$ cat config.mk
export PLATFORM = sky130hd
export DESIGN_NAME = vna_accum
export DESIGN_NICKNAME = d
export VERILOG_FILES = /design/src/design/vna_pkg.sv /design/src/design/vna_accum.sv
export SDC_FILE = /design/constraint.sdc
export NUM_CORES = 1
export LEC_CHECK = 0
export ABC_AREA = 1
export BUFFER_PORTS_ARGS = -buffer_cell sky130_fd_sc_hd__buf_2
export CORE_ASPECT_RATIO = 1.75
export CORE_MARGIN = 1.5
export CORE_UTILIZATION = 64
export CTS_CLUSTER_SIZE = 14
export DETAILED_ROUTE_END_ITERATION = 16
export GPL_TIMING_DRIVEN = 1
export PLACE_DENSITY = 0.83
export SLEW_MARGIN = 20
export SYNTH_ARGS = -nofsm -noshare
export SYNTH_HDL_FRONTEND = slang
export SYNTH_SLANG_ARGS = --single-unit
$ cat constraint.sdc
create_clock -name clk -period 9.4 [get_ports clk]
set_clock_uncertainty 0.1 [all_clocks]
set_input_delay 1.88 -clock clk [delete_from_list [all_inputs] [get_ports clk]]
set_output_delay 1.88 -clock clk [all_outputs]
set_load 0.02 [all_outputs]
$ cat src/design/vna_pkg.sv
`timescale 1ns / 1ps
package vna_pkg;

  localparam int DEF_MAX_QUERIES  = 64;
  localparam int DEF_MAX_DIM      = 1024;
  localparam int DEF_ELEMENT_BITS = 16;

  localparam int NORM_W = 47;
  localparam logic [NORM_W-1:0] NORM_MAX = '1;

  localparam int VL_W   = 11;
  localparam int MB_W   = 7;
  localparam int CFG_IDX_W  = 1;
  localparam int CFG_DATA_W = VL_W;

  localparam logic [VL_W-1:0] VL_RESET = VL_W'(128);
  localparam logic [MB_W-1:0] MB_RESET = MB_W'(8);

  localparam logic [CFG_IDX_W-1:0] REG_VECTOR_LENGTH = 1'b0;
  localparam logic [CFG_IDX_W-1:0] REG_MIN_BATCH     = 1'b1;

  typedef struct packed {
    logic shift;
    logic insert_en;
  } cell_ctl_t;

endpackage

$ cat src/design/vna_accum.sv
`timescale 1ns / 1ps
module vna_accum import vna_pkg::*; #(
  parameter int MAX_QUERIES  = DEF_MAX_QUERIES,
  parameter int MAX_DIM      = DEF_MAX_DIM,
  parameter int ELEMENT_BITS = DEF_ELEMENT_BITS,
  parameter int IDX_W = $clog2(MAX_QUERIES),
  parameter int VC_W  = $clog2(MAX_QUERIES + 1),
  parameter int LEN_W = $clog2(MAX_DIM + 1)
) (
  input  logic                    clk,
  input  logic                    rst,
  input  logic                    item_valid,
  input  logic [ELEMENT_BITS-1:0] element,
  input  logic                    batch_end,
  input  logic [LEN_W-1:0]        eff_len,
  output logic                    ins_valid,
  output logic [NORM_W-1:0]       ins_norm,
  output logic [IDX_W-1:0]        ins_idx,
  output logic                    done_valid,
  output logic [VC_W-1:0]         done_count,
  output logic                    done_overflow
);

  localparam int SQ_W  = 2 * ELEMENT_BITS;
  localparam int SUM_W = NORM_W + 1;

  logic                    s1_valid;
  logic                    s1_end;
  logic [SQ_W-1:0]         s1_sq;
  logic [ELEMENT_BITS-1:0] mag;

  logic [NORM_W-1:0] acc, acc_next;
  logic [LEN_W-1:0]  cnt, cnt_next;
  logic [VC_W-1:0]   vc, vc_next;
  logic              ovf, ovf_next;

  logic [SUM_W-1:0]  sum;
  logic [NORM_W-1:0] acc_sat;
  logic [LEN_W-1:0]  cnt_inc;
  logic              close, room;
  logic [VC_W-1:0]   vc_after;
  logic              ovf_after;

  assign mag = element[ELEMENT_BITS-1] ? (~element + 1'b1) : element;

  always_ff @(posedge clk) begin
    if (rst) begin
      s1_valid <= 1'b0;
    end else begin
      s1_valid <= item_valid;
    end
    s1_end <= batch_end;
    s1_sq  <= mag * mag;
  end

  always_comb begin
    sum       = {1'b0, acc} + SUM_W'(s1_sq);
    acc_sat   = (sum > {1'b0, NORM_MAX}) ? NORM_MAX : sum[NORM_W-1:0];
    cnt_inc   = cnt + 1'b1;
    close     = (cnt_inc >= eff_len) || s1_end;
    room      = (32'(vc) < MAX_QUERIES);
    vc_after  = (close && room) ? vc + 1'b1 : vc;
    ovf_after = ovf | (close && !room);

    acc_next = acc;
    cnt_next = cnt;
    vc_next  = vc;
    ovf_next = ovf;
    if (s1_valid) begin
      if (close) begin
        acc_next = '0;
        cnt_next = '0;
      end else begin
        acc_next = acc_sat;
        cnt_next = cnt_inc;
      end
      vc_next  = vc_after;
      ovf_next = ovf_after;
      if (s1_end) begin
        vc_next  = '0;
        ovf_next = 1'b0;
      end
    end
  end

  always_ff @(posedge clk) begin
    if (rst) begin
      acc        <= '0;
      cnt        <= '0;
      vc         <= '0;
      ovf        <= 1'b0;
      ins_valid  <= 1'b0;
      done_valid <= 1'b0;
    end else begin
      acc        <= acc_next;
      cnt        <= cnt_next;
      vc         <= vc_next;
      ovf        <= ovf_next;
      ins_valid  <= s1_valid && close && room;
      done_valid <= s1_valid && s1_end;
    end
    ins_norm      <= acc_sat;
    ins_idx       <= vc[IDX_W-1:0];
    done_count    <= vc_after;
    done_overflow <= ovf_after;
  end

endmodule

Word level (Yosys, flattened, before mapping). Cells that the tools add are included.

Register bits: 163. Output and inout port bits: 63. Word-level logic and storage cells: 37.

$add $sub $neg: 4. $mul: 1. Magnitude comparators: 3. Multiplexer cells: 7. Bitwise gates (word level): 2. Reduce and logical (&&, ||, !) cells: 7.

Operators with widths (count): $mux W47 (2); $add A47 B32 Y48 (1); $gt A48 B47 Y1 const B (1); $mul A16 B16 Y32 (1); $add A16 B1 Y16 const B (1); $mux W16 (1); $not A16 Y16 (1); $mux W7 (2); $add A11 B1 Y11 const B (1); $ge A11 B11 Y1 (1); $mux W11 (1); $add A7 B1 Y7 const B (1); $lt A7 B7 Y1 const B (1); $logic_and A1 B1 Y1 (5); $logic_not A1 Y1 (1); $logic_or A1 B1 Y1 (1); $mux W1 (1); $or A1 B1 Y1 (1).

Longest topological paths before layout.
Depth after elaboration: 6. Depth in mapped cells: 35. Depth with buffers taken out: 34.

Worst setup path after synthesis. Ideal clock, no wire load.

Kind: input to register. From: input port element[0]. To: register s1_sq[21]. Setup time: 0.072 ns. Arrival time: 8.281 ns. Data required time: 9.228 ns. Slack: 0.947 ns. Stages on the path: 32. Buffers on the path: 2. Cell sequence: inv_1 -> clkbuf_1 -> ha_1 -> inv_1 -> nor3_2 -> nand3_1 -> inv_1 -> nand3_1 -> nand2_1 -> nand2_1 -> nand2_1 -> buf_1 -> nand2_1 -> fa_1 -> fa_1 -> inv_1 -> fa_1 -> fa_1 -> fa_1 -> inv_1 -> fa_1 -> inv_1 -> ha_1 -> nand2_1 -> inv_1 -> a21oi_1 -> o21ai_0 -> a21oi_1 -> o21ai_0 -> nand3_1 -> nand2_1 -> xor2_1.

Word-level cells in the longest chain between the ends: 4.

RTL lines: from (decl) (line vna_accum.sv:13) `input logic [ELEMENT_BITS-1:0] element,`; $not A16 Y16 (line vna_accum.sv:44) `assign mag = element[ELEMENT_BITS-1] ? (~element + 1'b1) : element;`; $add A16 B1 Y16 (line vna_accum.sv:44); $mux W16 (*) (line vna_accum.sv:44); $mul A16 B16 Y32 (*) (line vna_accum.sv:53) `s1_sq <= mag * mag;`; to (signal assigned) (line vna_accum.sv:53); to (decl) (line vna_accum.sv:29) `logic [SQ_W-1:0] s1_sq;`.

Mark *: on every way between the ends. The rest lies on a longest branch, timed or not. A chain may end at the register's enable or synchronous reset.

Worst setup path in the final report.
From: input port element[0]. To: register s1_sq[28].

The elaborated chain is that of the path after synthesis.

==> results.ini <==
[final_layout]
area_growth_pct = 8.61
fill_cells = 2102
diodes = 0
post-route-util_pct = 70.8
layout_common_cells = nand2_1 (607), inv_1 (502), fa_1 (165)
layout-drive-gt1-share_pct = 10.8
layout_commonest_cell = nand2_1
seq_area_sq_um = 3240
nets = 2704
multi_input_area_sq_um = 11200

[die]
start_util_pct = 65.2
num_rows = 77
dieArea_sq_um = 26800
num_io_pins = 94
die_x_um = 124
core_region_area_sq_um = 25300
die_h_um = 216

[clocking]
cts_tree = yes
ctsResizeCount = 0
cts_max_path_buffers = 2
worst_skew_pair.late_latency_ns = 0.45
hold_buffers = 0
cts_sinks = 162
htreeDepth = 4
path_clk_slew_ns = 0.06
cts_made_buffers = 17
cts.root.buffer_cell = clkbuf_16
post-cts-setup-buffer-count = 0

[sta]
fmaxAchievable_mhz = 117
setup_viol = 0
hold_viol_final = 0
worst_pin_slew_ns = 0.991
finalCritPeriodShare_pct = 90.5
finalSetupTns_ns = 0
drv_slew = 0
rsz0062_at_grt = no
relSlewSlack_pct = 33.9
min_period_ns = 8.51

[synthesis]
ys.flop_type = dfxtp_1
synth_edf_count = 0
yosys.area.top_type = fa_1
syn_inst = 2264
yosys_warnings = 0
synth_area_sq_um = 16500
ys_top_cells_by_area = fa_1 (20%), dfxtp_1 (20%), nand2_1 (14%), inv_1 (11%), ha_1 (11%)
yosysTopAreaCellShare_pct = 20.0
async_reset_ff_share_pct = 0
ys_ff_latch = 162
avgSynthCellArea_sq_um = 7.30
ys_types = 46
yosysSeqAreaShare_pct = 19.6

[power]
ir_worst_vdd_mv = 0.293
power.density_nw_per_um2 = 391
total_power_mw = 7.02
p_leak_nw = 9.85

[placed_design]
dp_hpwl_mm = 36.3
gp_routability_congestion = 1.03
port-buffer-count = 93

[route]
ant_nets = 0
viasPerCell = 5.31
wl_per_cell_um = 16.2
drt_first_pass_iters = 6
drc = 0
drt_iter0_markers = 728
drt_wl_total_mm = 43.7
vias = 14300

[setup_path]
cp.arrival_ns = 8.79
critPathLaunchType = input pin
r2r_start = cnt[0]
endpoint = s1_sq[28]
r2r-end = acc[0]
crit_type = in2reg
required_ns = 9.68
crit_start = element[0]
worstRegToRegCells = 15
r2r_setup_slack_ns = 5.43
slowest_stage = fa_1
worstSetupEndpointType = flop
cp_max_fo = 15
cp_common_cell = inv_1
critical-path-max-stage-delay_ns = 0.56

[global_route]
grt_pass1_wl_mm = 71.9
grt_pass1_vias = 15400
antenna_found_initial = 0
grt-ovfl-total = 0
grt_util_all_layers_pct = 33.9
grt_max_degree = 69

[worst_hold_path]
hold_class = reg2reg

[run_status]
status = completed

[run]
drv_cap = 0

## per-layer routing
metal,global-route usage [%],vias to the layer above,part of all wire [%]
li1,-,6991,-
met1,30.4,6687,33
met2,65.8,414,55
met3,3.87,211,2.7
met4,29.0,0,9.2
met5,0,-,0
## worst min path at each step
stage          start          to  depth (start not counted)
2_1_floorplan  vc[5]  ins_idx[5]                          0
3_3_place_gp   vc[5]  ins_idx[5]                          0
3_5_place_dp   vc[5]  ins_idx[5]                          0
4_1_cts        vc[5]  ins_idx[5]                          0
5_1_grt        vc[5]  ins_idx[5]                          0
6_report       vc[5]  ins_idx[5]                          0
## flip-flops by register name, summed over array words and instances, names as in the netlist
name / cells
acc: 47
cnt: 11
done_count: 7
done_overflow: 1
done_valid: 1
ins_idx: 6
ins_norm: 47
ins_valid: 1
ovf: 1
s1_end: 1
s1_sq: 31
s1_valid: 1
vc: 7
## kinds of logic after synthesis
logic type	count (synthesis)	share of synthesized area [%]
AOI/OAI and AO/OA	178	6.38
xor gates and xnor gates	71	3.76
adders and majority gates	308	30.8
buffers and inverters	547	13.0
DFF	162	19.6
other	2	0.0455
and+or+nand+nor	996	26.4
## per-stage QoR
stage | hold slack (ns) | setup slack (ns) | std cells | cell area [sq um]
floorplan | 0.251 | 0.947 | 2273 | 16600
global placement | 0.260 | 0.517 | 2662 | 17300
detailed placement | 0.260 | 0.413 | 2662 | 17300
CTS | 0.272 | 0.866 | 2693 | 17900
global route | 0.284 | 0.367 | 2693 | 17900
finish | 0.270 | 0.888 | 2693 | 17900
## cells in the mapped netlist (3+ instances only)
cell        n
buf_4       3
o21bai_1    4
nand2_1   607
buf_2       9
clkbuf_1   20
buf_1       3
nand3b_1    7
ha_1      143
a21o_1      6
nor2_1    160
xnor2_1    34
fa_1      165
nand4_1    19
buf_12      3
inv_2       3
xor2_1     37
o21ai_1     3
nand3_1    94
nor2_2      5
inv_1     502
a21oi_2    30
nor3_2      3
a21oi_1    90
dfxtp_1   162
nor4_1      4
nand2_2    34
o21ai_0    35
nor3_1     22
nand2_4    30
## area by class of cell
class / count / share of cell area, %
Multi-Input combinational cell: 1564 / 62.3
Sequential cell: 162 / 18.1
Inverter: 507 / 10.6
Timing Repair Buffer: 113 / 3.43
Clock buffer: 17 / 2.37
Tap cell: 316 / 2.20
Clock inverter: 14 / 0.997
## where the power goes
| group | internal (mW) | leakage, nW | total (mW) | switching (mW) |
|---|---|---|---|---|
| logic | 1.88 | 8.23 | 5.35 | 3.46 |
| registers | 0.905 | 1.33 | 0.959 | 0.0535 |
| clock network | 0.419 | 0.286 | 0.712 | 0.292 |
## critical path: cells and delay by family
| kind | cells | cell delay (ns) |
|---|---|---|
| adder cells (fa/ha/maj) | 8 | 3.67 |
| AND/OR/NAND/NOR | 7 | 1.17 |
| AO/OA/AOI/OAI | 4 | 0.92 |
| buffers and inverters | 8 | 0.82 |
| XOR/XNOR | 2 | 0.29 |
Power figures use the tool's default switching activity.
