<file path="src/design/vna_pkg.sv">
`timescale 1ns / 1ps
package vna_pkg;

  localparam int DEF_MAX_QUERIES  = 64;
  localparam int DEF_MAX_DIM      = 1024;
  localparam int DEF_ELEMENT_BITS = 16;

  localparam int NORM_W = 47;
  localparam logic [NORM_W-1:0] NORM_MAX = '1;

  localparam int VL_W   = 11;
  localparam int MB_W   = 7;
  localparam int CFG_IDX_W  = 1;
  localparam int CFG_DATA_W = VL_W;

  localparam logic [VL_W-1:0] VL_RESET = VL_W'(128);
  localparam logic [MB_W-1:0] MB_RESET = MB_W'(8);

  localparam logic [CFG_IDX_W-1:0] REG_VECTOR_LENGTH = 1'b0;
  localparam logic [CFG_IDX_W-1:0] REG_MIN_BATCH     = 1'b1;

  typedef struct packed {
    logic shift;
    logic insert_en;
  } cell_ctl_t;

endpackage

</file>
<file path="src/design/vna_cell.sv">
`timescale 1ns / 1ps
module vna_cell import vna_pkg::*; #(
  parameter int IDX_W = $clog2(DEF_MAX_QUERIES)
) (
  input  logic              clk,
  input  logic              rst,
  input  cell_ctl_t         ctl,
  input  logic              in_valid,
  input  logic [NORM_W-1:0] in_norm,
  input  logic [IDX_W-1:0]  in_idx,
  input  logic              right_valid,
  input  logic [NORM_W-1:0] right_norm,
  input  logic [IDX_W-1:0]  right_idx,
  output logic              held_valid,
  output logic [NORM_W-1:0] held_norm,
  output logic [IDX_W-1:0]  held_idx,
  output logic              pass_valid,
  output logic [NORM_W-1:0] pass_norm,
  output logic [IDX_W-1:0]  pass_idx
);

  logic take_in;

  // on equal norms the lower index stays ahead
  assign take_in = !held_valid || (in_norm < held_norm) ||
                   ((in_norm == held_norm) && (in_idx < held_idx));

  always_ff @(posedge clk) begin
    if (rst) begin
      held_valid <= 1'b0;
      pass_valid <= 1'b0;
    end else if (ctl.shift) begin
      held_valid <= right_valid;
      held_norm  <= right_norm;
      held_idx   <= right_idx;
      pass_valid <= 1'b0;
    end else if (ctl.insert_en && in_valid) begin
      pass_valid <= held_valid;
      if (take_in) begin
        held_valid <= 1'b1;
        held_norm  <= in_norm;
        held_idx   <= in_idx;
        pass_norm  <= held_norm;
        pass_idx   <= held_idx;
      end else begin
        pass_norm  <= in_norm;
        pass_idx   <= in_idx;
      end
    end else begin
      pass_valid <= 1'b0;
    end
  end

endmodule

</file>
<file path="config.mk">
export PLATFORM = sky130hd
export DESIGN_NAME = vna_cell
export DESIGN_NICKNAME = d
export VERILOG_FILES = /design/src/design/vna_pkg.sv /design/src/design/vna_cell.sv
export SDC_FILE = /design/constraint.sdc
export NUM_CORES = 1
export LEC_CHECK = 0
export BUFFER_PORTS_ARGS = -buffer_cell sky130_fd_sc_hd__buf_2
export CORE_UTILIZATION = 39
export DETAILED_ROUTE_END_ITERATION = 8
export PLACE_DENSITY = 0.72
export SYNTH_ARGS = -nofsm -noshare
export SYNTH_HDL_FRONTEND = slang
export SYNTH_SLANG_ARGS = --single-unit
</file>
<file path="constraint.sdc">
create_clock -name clk -period 7.38 [get_ports clk]
set_input_delay 0.738 -clock clk [delete_from_list [all_inputs] [get_ports clk]]
set_output_delay 0.738 -clock clk [all_outputs]
set_load 0.02 [all_outputs]
</file>
### Yosys cells after proc, flatten, opt, wreduce, memory -nomap -nowiden

Index checks and enable logic that the tools add are counted.
Widths: inputs -> output; s select.

* bits in registers: 108
* bits of input ports: 112
* output and inout bits: 108

* order comparisons: 2
* eq/ne operators: 1
* muxes and demuxes: 11
* bitwise logic cells: 3
* reduce and logical (&&, ||, !) cells: 11

Operator list (count)
* $mux 47: 4
* $eq 47x47->1: 1
* $lt 47x47->1: 1
* $mux 6: 4
* $lt 6x6->1: 1
* $reduce_and 3->1: 2
* $reduce_bool 2->1: 2
* $mux 1: 3
* $not 1->1: 3
* $reduce_or 3->1: 1
* $logic_and 1x1->1: 2
* $logic_or 1x1->1: 2
* $reduce_and 2->1: 1
* $logic_not 1->1: 1

### Logic depth before layout (Yosys ltp)

Gate-level depths: netlist (run 1).

* depth after elaboration: 6
* mapped depth: 11

### Least setup slack after synthesis (run 1)

No wires, ideal clock.

* path kind: input to register
* from: input port ctl[1] in the netlist's numbering
* to: register pass_idx[0], enable pin
* setup time: 0.529 ns
* arrival: 4.752 ns
* setup slack: 2.099 ns
* stages on the path: 3
* buffers on the path: 2
* cell sequence: clkbuf_1 -> clkbuf_1 -> nor3_1

* word-level cells in the longest chain between the ends: 2

RTL lines
* start: declaration: line vna_cell.sv:7 `input cell_ctl_t ctl,`
* $not 1->1 (no source line)
* $reduce_and 3->1 (no source line)
* end signal: assignment: line vna_cell.sv:44 `pass_idx <= held_idx;`
* end signal: assignment: line vna_cell.sv:47 `pass_idx <= in_idx;`
* end: declaration: line vna_cell.sv:19 `output logic [IDX_W-1:0] pass_idx`

Every way passes these cells.
A chain may end at the register's enable or synchronous reset.

### Worst setup path in the final report (run 1)

* from: input port in_norm[46]
* to: register held_norm[27], enable pin

* word-level cells in the longest chain between the ends: 5

RTL lines
* start: declaration: line vna_cell.sv:9 `input logic [NORM_W-1:0] in_norm,`
* $lt 47x47->1 / $eq 47x47->1 (equally long branches): line vna_cell.sv:25, vna_cell.sv:26
* $logic_or 1x1->1 / $logic_and 1x1->1 (equally long branches): line vna_cell.sv:25, vna_cell.sv:26
* $logic_or 1x1->1 *: line vna_cell.sv:25 `assign take_in = !held_valid || (in_norm < held_norm) ||`
* $reduce_bool 2->1 (no source line) *
* $reduce_and 3->1 (no source line) *
* end signal: assignment: line vna_cell.sv:34 `held_norm <= right_norm;`
* end signal: assignment: line vna_cell.sv:41 `held_norm <= in_norm;`
* end: declaration: line vna_cell.sv:15 `output logic [NORM_W-1:0] held_norm,`

Mark *: on every way between the ends. The rest lies on a longest branch, timed or not.

==> key figures, run 1 <==
Min path
  • Hold depth: 2
  • Hold Crit Class: in2reg
  • Min-Delay Startpoint: rst
  • Hold endpoint: held_valid$_SDFFE_PP0P_

Worst setup path
  • Worst reg2reg path depth: 9
  • CP startpoint kind: input port
  • Crit end category: register
  • WP data arrival: 4.63 ns
  • Critical path, cell by cell: buf_2 -> ha_1 -> nand4_1 -> or3_1 -> or3_4 -> a2111o_2 -> and4_4 -> o41a_2 -> buf_4
  • Crit path max fanout: 54
  • Reg2reg start: held_norm[46]$_DFFE_PP_
  • RR Endpoint: held_norm[27]$_DFFE_PP_
  • Slowest cell on the critical path: a2111o_2
  • Top delay family on crit path: simple AND/OR/NAND/NOR gates
  • Worst setup path class: in2reg
  • FF-to-FF setup slack: 2.82 ns
  • Critical path required time: 7.39 ns
  • CP peak stage delay: 0.79 ns
  • Worst path bufs/invs: 2

Drt
  • 1st-iter DRT viols: 439
  • Via count: 6239
  • DRC viols: 0
  • Final ANT Viol Nets: 0
  • Vias per cell: 5.72
  • Detailed Route WL: 20200 um
  • Pre-antenna DRT Iters: 5
  • Wire per inst: 18.5 um

Logic synthesis
  • Seq/Total Area, Yosys: 45.9%
  • Synth warn: 0
  • Number of synthesized flops with an enable pin: 106
  • Syn Inst Count: 680
  • Syn Std Cell Area: 7020 sq um
  • Cell variety after synth: 37
  • Share of the synthesized area in the top cell type: 45.3%
  • Cell taking the most area after synthesis: edfxtp_1
  • Syn Nets: 844
  • Synth Flop Type: edfxtp_1
  • Top post-synthesis cells by area: edfxtp_1 45%, ha_1 9.3%, mux2_2 8.3%
  • Post-synthesis register bit count: 108
  • Synth Area per Inst: 10.3 sq um
  • Asr flop ratio synth: 0%

Global route
  • Global Route met3 Usage: 4.55%
  • Met2 Use GR: 38.0%
  • First-pass GRT wire length: 31500 um
  • Vias in the first global route: 5966
  • GRT busiest layer: met2
  • Largest net degree at the start of global routing: 56
  • Gr ovfl total: 0
  • Overall routing resource usage: 22.1%
  • GR Util met1: 27.7%
  • Initial antenna violation count: 2

Power and ir drop
  • P_leak: 3.56 nW
  • Sw Ratio: 28.6%
  • Int Power: 1.08 mW
  • Peak supply drop: 0.000110 V
  • Clock power share: 29.4%
  • Power per cell area: 177 nW/um^2
  • Seq pwr share: 48.6%
  • Switch Pwr: 0.433 mW
  • Power share of the combinational group: 22.0%

CTS
  • Postcts setup bufs: 0
  • CTS tree: done
  • Clock buffer depth: 2
  • CTS hold repair buffers: 0
  • Clk sinks: 108
  • Num CTS Buffers: 9
  • Clock H-tree levels: 3
  • Clk root buf: clkbuf_16
  • Cts repair resizes: 0
  • CTS clk-pin slew, worst paths: 0.07 ns
  • Clock latency on the worst-skew pair: 0.35 ns

Die
  • Die width: 136 um
  • Total die area: 18500 sq um
  • FP Rows: 48
  • DIE HEIGHT: 136 um
  • Initial Utilization: 40.3%
  • Core ar.: 17400 sq um
  • Top Ports: 220

Place
  • Cells after DPL: 1074
  • Hpwl dp: 13000 um
  • Placed cell areas: 8280 sq um
  • RD Place Congestion: 0.833
  • Buffers added on ports: 219

STA
  • Part of the cycle the worst path needs: 62.5%
  • Min Tclk post-route: 4.61 ns
  • Final setup viols: 0
  • Peak Freq: 217 MHz
  • Hold Worst Slack: 0.602 ns
  • Final Slew Violations: 0
  • Final Hold Viols: 0
  • Worst-Margin Slew: 1.11 ns
  • RSZ-0062 raised after global routing: false
  • Rel. slew slack: 26.2%
  • Clock Skew: 0.00861 ns
  • Setup TNS: 0 ns

Cells and area
  • Area added between synthesis and finish: 21.6%
  • Finished Layout Cells: 1091
  • Seq. cell area: 3220 sq um
  • Post-route cell area: 8540 sq um
  • Number of nets in the layout: 1024
  • Fillcell total: 1643
  • Layout cells sized above 1: 34.8%
  • Multi-input logic area: 3420 sq um

Flow run
  • Max cap viols: 0

Status
  • Status: finished clean
## cell usage after synthesis, drive strengths merged (4+ instances only)
library cell,instances
ha,52
o21ai,62
a21oi,19
a221oi,4
nand2,68
inv,55
nand3,57
edfxtp,106
buf,15
nand4,5
clkbuf,42
a21o,4
nor2,6
o211ai,53
mux2,52
nand4b,54
and4,6
## power groups by stage
stage	clock [mW]	combinational, mW	sequential [mW]
after floorplan	0	0.188	0.777
after global placement	0	0.325	0.749
after detailed placement	0	0.334	0.749
after CTS	0.457	0.335	0.736
after global routing	0.473	0.371	0.739
final	0.446	0.333	0.736
## final cells by class
class / instances / area share, %
antenna: 1 / 0.0293
clock buffer: 13 / 2.81
clock inverter: 3 / 0.161
inverter: 56 / 2.46
multi-input combinational: 459 / 40.0
sequential: 108 / 37.8
tap: 225 / 3.30
timing repair buffer: 226 / 13.5
## per-stage QoR
stage	setup WS, ns	total power, mW	util [%]
after global placement	2.45	1.07	47.6
after CTS	2.76	1.53	49.0
final	2.77	1.51	49.0
after floorplan	2.10	0.965	-
after detailed placement	2.39	1.08	47.6
after global routing	2.59	1.58	49.0
## flip-flops by register name (all words and copies together), names as in the netlist
signal,flops
pass_valid,1
pass_idx,6
held_valid,1
pass_norm,47
held_norm,47
held_idx,6
## worst max path at each step
| stage | cells after the start | slack (ns) | from | endpoint |
|---|---|---|---|---|
| 2_1_floorplan | 3 | 2.10 | ctl[1] | pass_idx[0]$_DFFE_PP_ |
| 3_3_place_gp | 9 | 2.45 | in_norm[46] | held_norm[33]$_DFFE_PP_ |
| 3_5_place_dp | 9 | 2.39 | in_norm[46] | held_norm[27]$_DFFE_PP_ |
| 4_1_cts | 9 | 2.76 | in_norm[46] | held_norm[27]$_DFFE_PP_ |
| 5_1_grt | 9 | 2.59 | in_norm[46] | held_norm[28]$_DFFE_PP_ |
| 6_report | 9 | 2.77 | in_norm[46] | held_norm[27]$_DFFE_PP_ |
## kinds of logic after synthesis
kind of cell | synth area share (%)
DFF | 45.9
buffers and inverters | 6.25
AOI/OAI and AO/OA | 13.5
and+or+nand+nor | 16.7
adders and majority gates | 9.27
muxes | 8.34
## layer usage
metal,part of all wire [%],vias to the layer above
met4,1.2,2
li1,-,2940
met2,49,286
met1,42,2988
met5,0.040,-
met3,7.8,23
## cell usage in the layout (no fill, tap or decap), types with 2 or more instances in the layout
| master | Yosys | layout |
|---|---|---|
| a21o_1 | 4 | 3 |
| a21oi_1 | 19 | 19 |
| a221oi_1 | 4 | 3 |
| and4_1 | 5 | 5 |
| buf_2 | 6 | 219 |
| buf_4 | 0 | 7 |
| clkbuf_1 | 42 | 4 |
| clkbuf_16 | 0 | 9 |
| clkinv_2 | 0 | 2 |
| edfxtp_1 | 106 | 106 |
| ha_1 | 52 | 52 |
| inv_1 | 55 | 55 |
| mux2_2 | 52 | 52 |
| nand2_1 | 68 | 68 |
| nand3_1 | 57 | 57 |
| nand4_1 | 5 | 5 |
| nand4b_1 | 54 | 54 |
| nor2_1 | 6 | 6 |
| o211ai_1 | 53 | 53 |
| o21ai_0 | 62 | 62 |
Note: power is estimated with default switching activity, not from simulation.
==> inputs of run 2 (changes only) <==
PLACE_DENSITY = 0.74   (was 0.72)
clock period = 4.1 ns   (was 7.38 ns; I/O delays follow)
==> run 2 against run 1 <==
Net effect:
- non-clock buffer count is 7 higher
- clock-buffer cell count is 1 lower
- via count is 1.5% higher
- combinational power is 84% higher
- utilization is 0.88 points higher
- final cell count is 0.55% higher
- global-route usage is 0.79 points higher
- worst hold slack worse by 0.31 ns
- critical path depth stayed put
- clock skew is 0.0050 ns higher
- register-to-register slack worse by 2.1 ns
- wire length is 4.7% higher
==> key figures, run 2 (synthesis gave the netlist of run 1 again) <==
Die
  • Initial Utilization: 40.3% (unchanged)
  • Total die area: 18500 sq um (unchanged)
  • Top Ports: 220 (unchanged)
  • Core ar.: 17400 sq um (unchanged)
  • Die width: 136 um (unchanged)
  • DIE HEIGHT: 136 um (unchanged)
  • FP Rows: 48 (unchanged)

Power and ir drop
  • Peak supply drop: 0.000264 V (+140%)
  • P_leak: 3.64 nW (+2.4%)
  • Power per cell area: 341 nW/um^2 (+92%)

Cells and area
  • Most frequent cells in the layout: 219 x buf_2, 106 x edfxtp_1, 68 x nand2_1
  • Fillcell total: 1607 (-2.2%)
  • Core Util, Final: 49.9% (+0.88 points)
  • Post-route cell area: 8690 sq um (+1.8%)
  • Commonest non-fill, non-tap cell in the layout: buf_2
  • Area added between synthesis and finish: 23.8%
  • Top flop regs: held_norm: 47 flops, pass_norm: 47 flops
  • # diodes: 0 (-1)
  • Layout cells sized above 1: 35.8% (+0.98 points)
  • Number of nets in the layout: 1031 (+0.68%)

CTS
  • Cts repair resizes: 0 (unchanged)
  • CTS hold repair buffers: 0 (unchanged)
  • Clock H-tree levels: 3 (unchanged)
  • CTS clk-pin slew, worst paths: 0.07 ns (about the same)
  • Clk sinks: 108 (unchanged)
  • Num CTS Buffers: 9 (unchanged)
  • Clock buffer depth: 2 (unchanged)
  • Clock latency on the worst-skew pair: 0.35 ns (about the same)
  • Clk root buf: clkbuf_16
  • CTS tree: done
  • Postcts setup bufs: 0 (unchanged)

STA
  • Final worst slack: 0.681 ns (-2.08 ns)
  • Part of the cycle the worst path needs: 83.4%
  • Peak Freq: 293 MHz
  • Final setup viols: 0 (unchanged)
  • Final Hold Viols: 0 (unchanged)
  • Worst-Margin Slew: 1.12 ns (+0.00982 ns)
  • Clock Skew: 0.0136 ns (+0.00503 ns)
  • RSZ-0062 raised after global routing: false
  • Min Tclk post-route: 3.42 ns
  • Setup TNS: 0 ns (unchanged)
  • Rel. slew slack: 25.5% (-0.65 points)
  • Final Slew Violations: 0 (unchanged)

Global route
  • First-pass GRT wire length: 32200 um (+2.4%)
  • Gr ovfl total: 0 (unchanged)
  • Vias in the first global route: 5967 (+0.017%)
  • Overall routing resource usage: 22.9% (+0.79 points)
  • Initial antenna violation count: 0 (-2)
  • Largest net degree at the start of global routing: 56 (unchanged)

Worst setup path
  • Worst setup path class: reg2reg
  • Crit end category: register
  • Critical path required time: 4.17 ns (-3.22 ns)
  • WP data arrival: 3.49 ns (-1.14 ns)
  • Crit path max fanout: 27 (-50%)
  • CP startpoint kind: register

Drt
  • Pre-antenna DRT Iters: 5 (unchanged)
  • Detailed Route WL: 21200 um (+4.7%)
  • Via count: 6330 (+1.5%)
  • 1st-iter DRT viols: 508 (+16%)
  • Wire per inst: 19.3 um (+4.1%)
  • DRC viols: 0 (unchanged)
  • Vias per cell: 5.77 (+0.90%)
  • Final ANT Viol Nets: 0 (unchanged)

Place
  • RD Place Congestion: 0.811 (-2.7%)
  • Hpwl dp: 13800 um (+6.4%)
  • Placed cell areas: 8340 sq um (+0.71%)
  • Pre-CTS setup slack: 0.580 ns (-1.81 ns)
  • Buffers added on ports: 219 (unchanged)

Min path
  • Hold Crit Class: in2reg

Status
  • Status: finished clean

Flow run
  • Max cap viols: 0 (unchanged)
-- run 2: cell count changes in the layout (fill, tap and decap cells not counted) --
cell / before / now
bufinv_16: 0 / 3
nor3_4: 0 / 1
clkinv_2: 2 / 1
clkinv_1: 1 / 0
buf_4: 7 / 14
nor3_2: 1 / 0
diode_2: 1 / 0
clkbuf_1: 4 / 1
clkbuf_8: 0 / 2
-- run 2: layout make-up --
type	count	area [sq um]	area share, %
clock buffer	12	256	2.95
tap	225	282	3.24
multi-input combinational	459	3420	39.4
sequential	108	3220	37.1
clock inverter	4	95.1	1.09
timing repair buffer	233	1200	13.8
inverter	56	210	2.42
-- run 2: worst paths after layout --
| path | start | endpoint | slack [ns] | cells after the start |
|---|---|---|---|---|
| max | held_norm[46]$_DFFE_PP_ | held_norm[20]$_DFFE_PP_ | 0.68 | 9 |
| min reg2reg | held_idx[3]$_DFFE_PP_ | pass_idx[3]$_DFFE_PP_ | 0.70 | 2 |
| max reg2reg | held_norm[46]$_DFFE_PP_ | held_norm[20]$_DFFE_PP_ | 0.68 | 9 |
| min | rst | held_valid$_SDFFE_PP0P_ | 0.29 | 2 |
-- run 2: stage by stage --
| step | hold slack (ns) | power, mW | cells |
|---|---|---|---|
| floorplan | 0.487 | 1.74 | 680 |
| global placement | 0.650 | 1.94 | 1081 |
| detailed placement | 0.663 | 1.96 | 1081 |
| CTS | 0.280 | 2.99 | 1097 |
| global route | 0.299 | 3.09 | 1097 |
| finish | 0.295 | 2.97 | 1097 |
-- run 2: metal layers --
metal | routed length (um) | vias to the layer above | share of wire, % | track usage (%)
met4 | 249 | 0 | 1.2 | 6.60
met1 | 8670 | 2985 | 41 | 29.5
met2 | 10200 | 375 | 48 | 38.6
li1 | - | 2944 | - | -
met5 | 0 | - | 0 | 0
met3 | 2010 | 26 | 9.5 | 4.66
-- run 2: worst max-delay path, stage by stage (launching register included) --
cell and delay, ns:
edfxtp_1 0.40, inv_1 0.06, ha_1 0.33, nand4_1 0.13, or3_1 0.47, or3_4 0.46, a2111o_2 0.37, and4_4 0.20
o41a_2 0.43, buf_4 0.27
-- run 2: where the power goes --
part | internal [mW] | switching [mW]
registers | 1.29 | 0.0378
logic | 0.253 | 0.359
clock network | 0.630 | 0.400
==> inputs of run 3 (changes only) <==
clock period = 3.1 ns   (was 4.1 ns; I/O delays follow)
==> run 3 against run 2 <==
Net effect:
- die area is the same
- non-clock buffer count rose by 33
- first-iteration DRC count rose by 15%
- utilization grew 2.0 points
- final area grew 4.0%
- sequential share of layout area is 1.4 points lower
- via count rose by 3.3%
- combinational power up 45%
- maximum frequency is 11% higher
- critical path type unchanged
- highest routed layer unchanged
==> key figures, run 3 (synthesis gave the netlist of run 1 again) <==
CTS
  • Clock latency on the worst-skew pair: 0.36 ns (about the same)
  • CTS hold repair buffers: 0 (unchanged)
  • CTS tree: done
  • Num CTS Buffers: 9 (unchanged)
  • Clk sinks: 108 (unchanged)
  • Clock H-tree levels: 3 (unchanged)
  • CTS clk-pin slew, worst paths: 0.07 ns (about the same)
  • Clock buffer depth: 2 (unchanged)
  • Clk root buf: clkbuf_16

STA
  • Final Slew Violations: 0 (unchanged)
  • Setup TNS: 0 ns (unchanged)
  • Final Hold Viols: 0 (unchanged)
  • RSZ-0062 raised after global routing: true
  • Final setup viols: 0 (unchanged)
  • Min Tclk post-route: 3.08 ns (-0.342 ns)
  • Clock Skew: 0.00835 ns (-0.00529 ns)
  • Part of the cycle the worst path needs: 99.3% (+16 points)
  • Peak Freq: 325 MHz (+11%)
  • Rel. slew slack: 52.7% (+27 points)
  • Worst-Margin Slew: 0.709 ns (-0.408 ns)

Die
  • Total die area: 18500 sq um (unchanged)
  • Die width: 136 um (unchanged)
  • Initial Utilization: 40.3% (unchanged)
  • Core ar.: 17400 sq um (unchanged)
  • FP Rows: 48 (unchanged)
  • Top Ports: 220 (unchanged)
  • DIE HEIGHT: 136 um (unchanged)

Cells and area
  • Finished Layout Cells: 1130 (+3.0%)
  • Number of nets in the layout: 1064 (+3.2%)
  • Top flop regs: held_norm: 47 flops, pass_norm: 47 flops
  • Most frequent cells in the layout: 219 x buf_2, 106 x edfxtp_1, 68 x nand2_1
  • Seq. cell area: 3220 sq um (unchanged)
  • Layout cells sized above 1: 38.7% (+2.9 points)
  • Multi-input logic area: 3490 sq um (+1.9%)
  • # diodes: 0 (unchanged)
  • Area added between synthesis and finish: 28.7%
  • Commonest non-fill, non-tap cell in the layout: buf_2
  • Fillcell total: 1593 (-0.87%)

Global route
  • GRT busiest layer: met2
  • Largest net degree at the start of global routing: 56 (unchanged)
  • Gr ovfl total: 0 (unchanged)
  • Met2 Use GR: 38.4% (-0.17 points)
  • First-pass GRT wire length: 33300 um (+3.3%)
  • Vias in the first global route: 6269 (+5.1%)
  • Initial antenna violation count: 1 (+1)
  • Global Route met3 Usage: 4.36% (-0.30 points)
  • GR Util met1: 31.2% (+1.7 points)
  • Overall routing resource usage: 23.7% (+0.87 points)

Drt
  • DRC viols: 0 (unchanged)
  • Final ANT Viol Nets: 0 (unchanged)
  • Pre-antenna DRT Iters: 5 (unchanged)
  • Via count: 6537 (+3.3%)
  • Vias per cell: 5.78 (+0.25%)
  • Wire per inst: 19.5 um (+1.2%)
  • Detailed Route WL: 22100 um (+4.2%)
  • 1st-iter DRT viols: 586 (+15%)

Min path
  • Hold Crit Class: in2reg
  • Min-Delay Startpoint: rst
  • Hold endpoint: held_valid$_SDFFE_PP0P_
  • Hold depth: 2 (unchanged)

Worst setup path
  • Slowest cell on the critical path: o41a_4
  • RR Endpoint: held_norm[20]$_DFFE_PP_
  • Worst setup path class: reg2reg
  • CP startpoint kind: register
  • WP data arrival: 3.20 ns (-0.29 ns)
  • FF-to-FF setup slack: 0.02 ns (-0.66 ns)
  • Worst reg2reg path depth: 9 (unchanged)
  • Reg2reg start: held_norm[44]$_DFFE_PP_
  • CP peak stage delay: 0.46 ns (about the same)
  • Critical path required time: 3.22 ns (-0.95 ns)
  • Crit path max fanout: 15 (-44%)
  • Worst setup path start: held_norm[44]$_DFFE_PP_
  • CP most frequent cell: or3_4
  • Crit end category: register
  • Critical path, cell by cell: inv_2 -> ha_4 -> nand4_1 -> or3_4 -> or3_4 -> a2111o_2 -> and4_4 -> o41a_4 -> buf_12

Status
  • Status: finished clean

Flow run
  • Max cap viols: 0 (unchanged)

Power and ir drop
  • Peak supply drop: 0.000254 V (-3.7%)
  • Power, Total: 3.82 mW (+29%)
  • P_leak: 3.80 nW (+4.4%)
  • Power per cell area: 423 nW/um^2 (+24%)

Place
  • Buffers added on ports: 219 (unchanged)
  • RD Place Congestion: 0.894 (+10%)
  • Hpwl dp: 14600 um (+5.9%)
  • Cells after DPL: 1108 (+2.5%)
-- run 3: cell count changes in the layout (fill, tap and decap cells not counted), moves of 4 or more --
cell,previous run,this run
buf_12,0,4
buf_4,14,39
ha_1,52,48
ha_4,0,4
-- run 3: worst max-delay path, delay by kind of cell (launching register included) --
kind | cells | cell delay (ns)
AOI/OAI and AO/OA | 2 | 0.83
adders and majority gates | 1 | 0.26
buffers and inverters | 2 | 0.25
DFF | 1 | 0.38
and+or+nand+nor | 4 | 1.11
-- run 3: layout make-up --
type | instances | area share, %
clock buffers | 14 | 2.81
repair buffers | 266 | 17.1
multi-input cells | 459 | 38.6
well taps | 225 | 3.12
inverters | 56 | 2.33
flip-flops and latches | 108 | 35.7
clock inverters | 2 | 0.388
-- run 3: how the worst max path moves through the flow --
stage / to / slack (ns) / cells after the start
6_report: held_norm[20]$_DFFE_PP_ / 0.02 / 9
5_1_grt: held_norm[19]$_DFFE_PP_ / -0.04 / 9
4_1_cts: pass_norm[28]$_DFFE_PP_ / 0.04 / 10
3_5_place_dp: held_norm[19]$_DFFE_PP_ / -0.12 / 9
3_3_place_gp: held_norm[46]$_DFFE_PP_ / -0.06 / 9
2_1_floorplan: held_idx[0]$_DFFE_PP_ / -0.29 / 10
-- run 3: report_power, final --
part / switching, mW / internal, mW / leakage [nW]
Sequential: 0.0445 / 1.70 / 0.993
Clock: 0.541 / 0.651 / 0.141
Combinational: 0.502 / 0.385 / 2.67
-- run 3: routing by layer --
layer / vias up / part of all wire, %
met5: - / 0
met1: 3099 / 42
met4: 0 / 1.7
met2: 385 / 48
met3: 36 / 9.1
li1: 3017 / -
-- run 3: repair_timing --
action / 4_1_cts / 5_1_grt
resized for setup: 2 / 8
setup endpoints to repair: 53 / 77
cloned: 1 / 2
pin swaps: 3 / 0
buffers inserted: 2 / 1
-- run 3: through the flow --
stage / setup WS, ns / hold slack, ns / util, % / area, sq um
3_3_place_gp: -0.0644 / 0.561 / 49.4 / 8600
2_1_floorplan: -0.288 / 0.387 / - / 7050
3_5_place_dp: -0.119 / 0.566 / 49.4 / 8600
4_1_cts: 0.0365 / 0.185 / 51.3 / 8940
6_report: 0.0232 / 0.190 / 51.9 / 9040
5_1_grt: -0.0414 / 0.193 / 51.9 / 9040
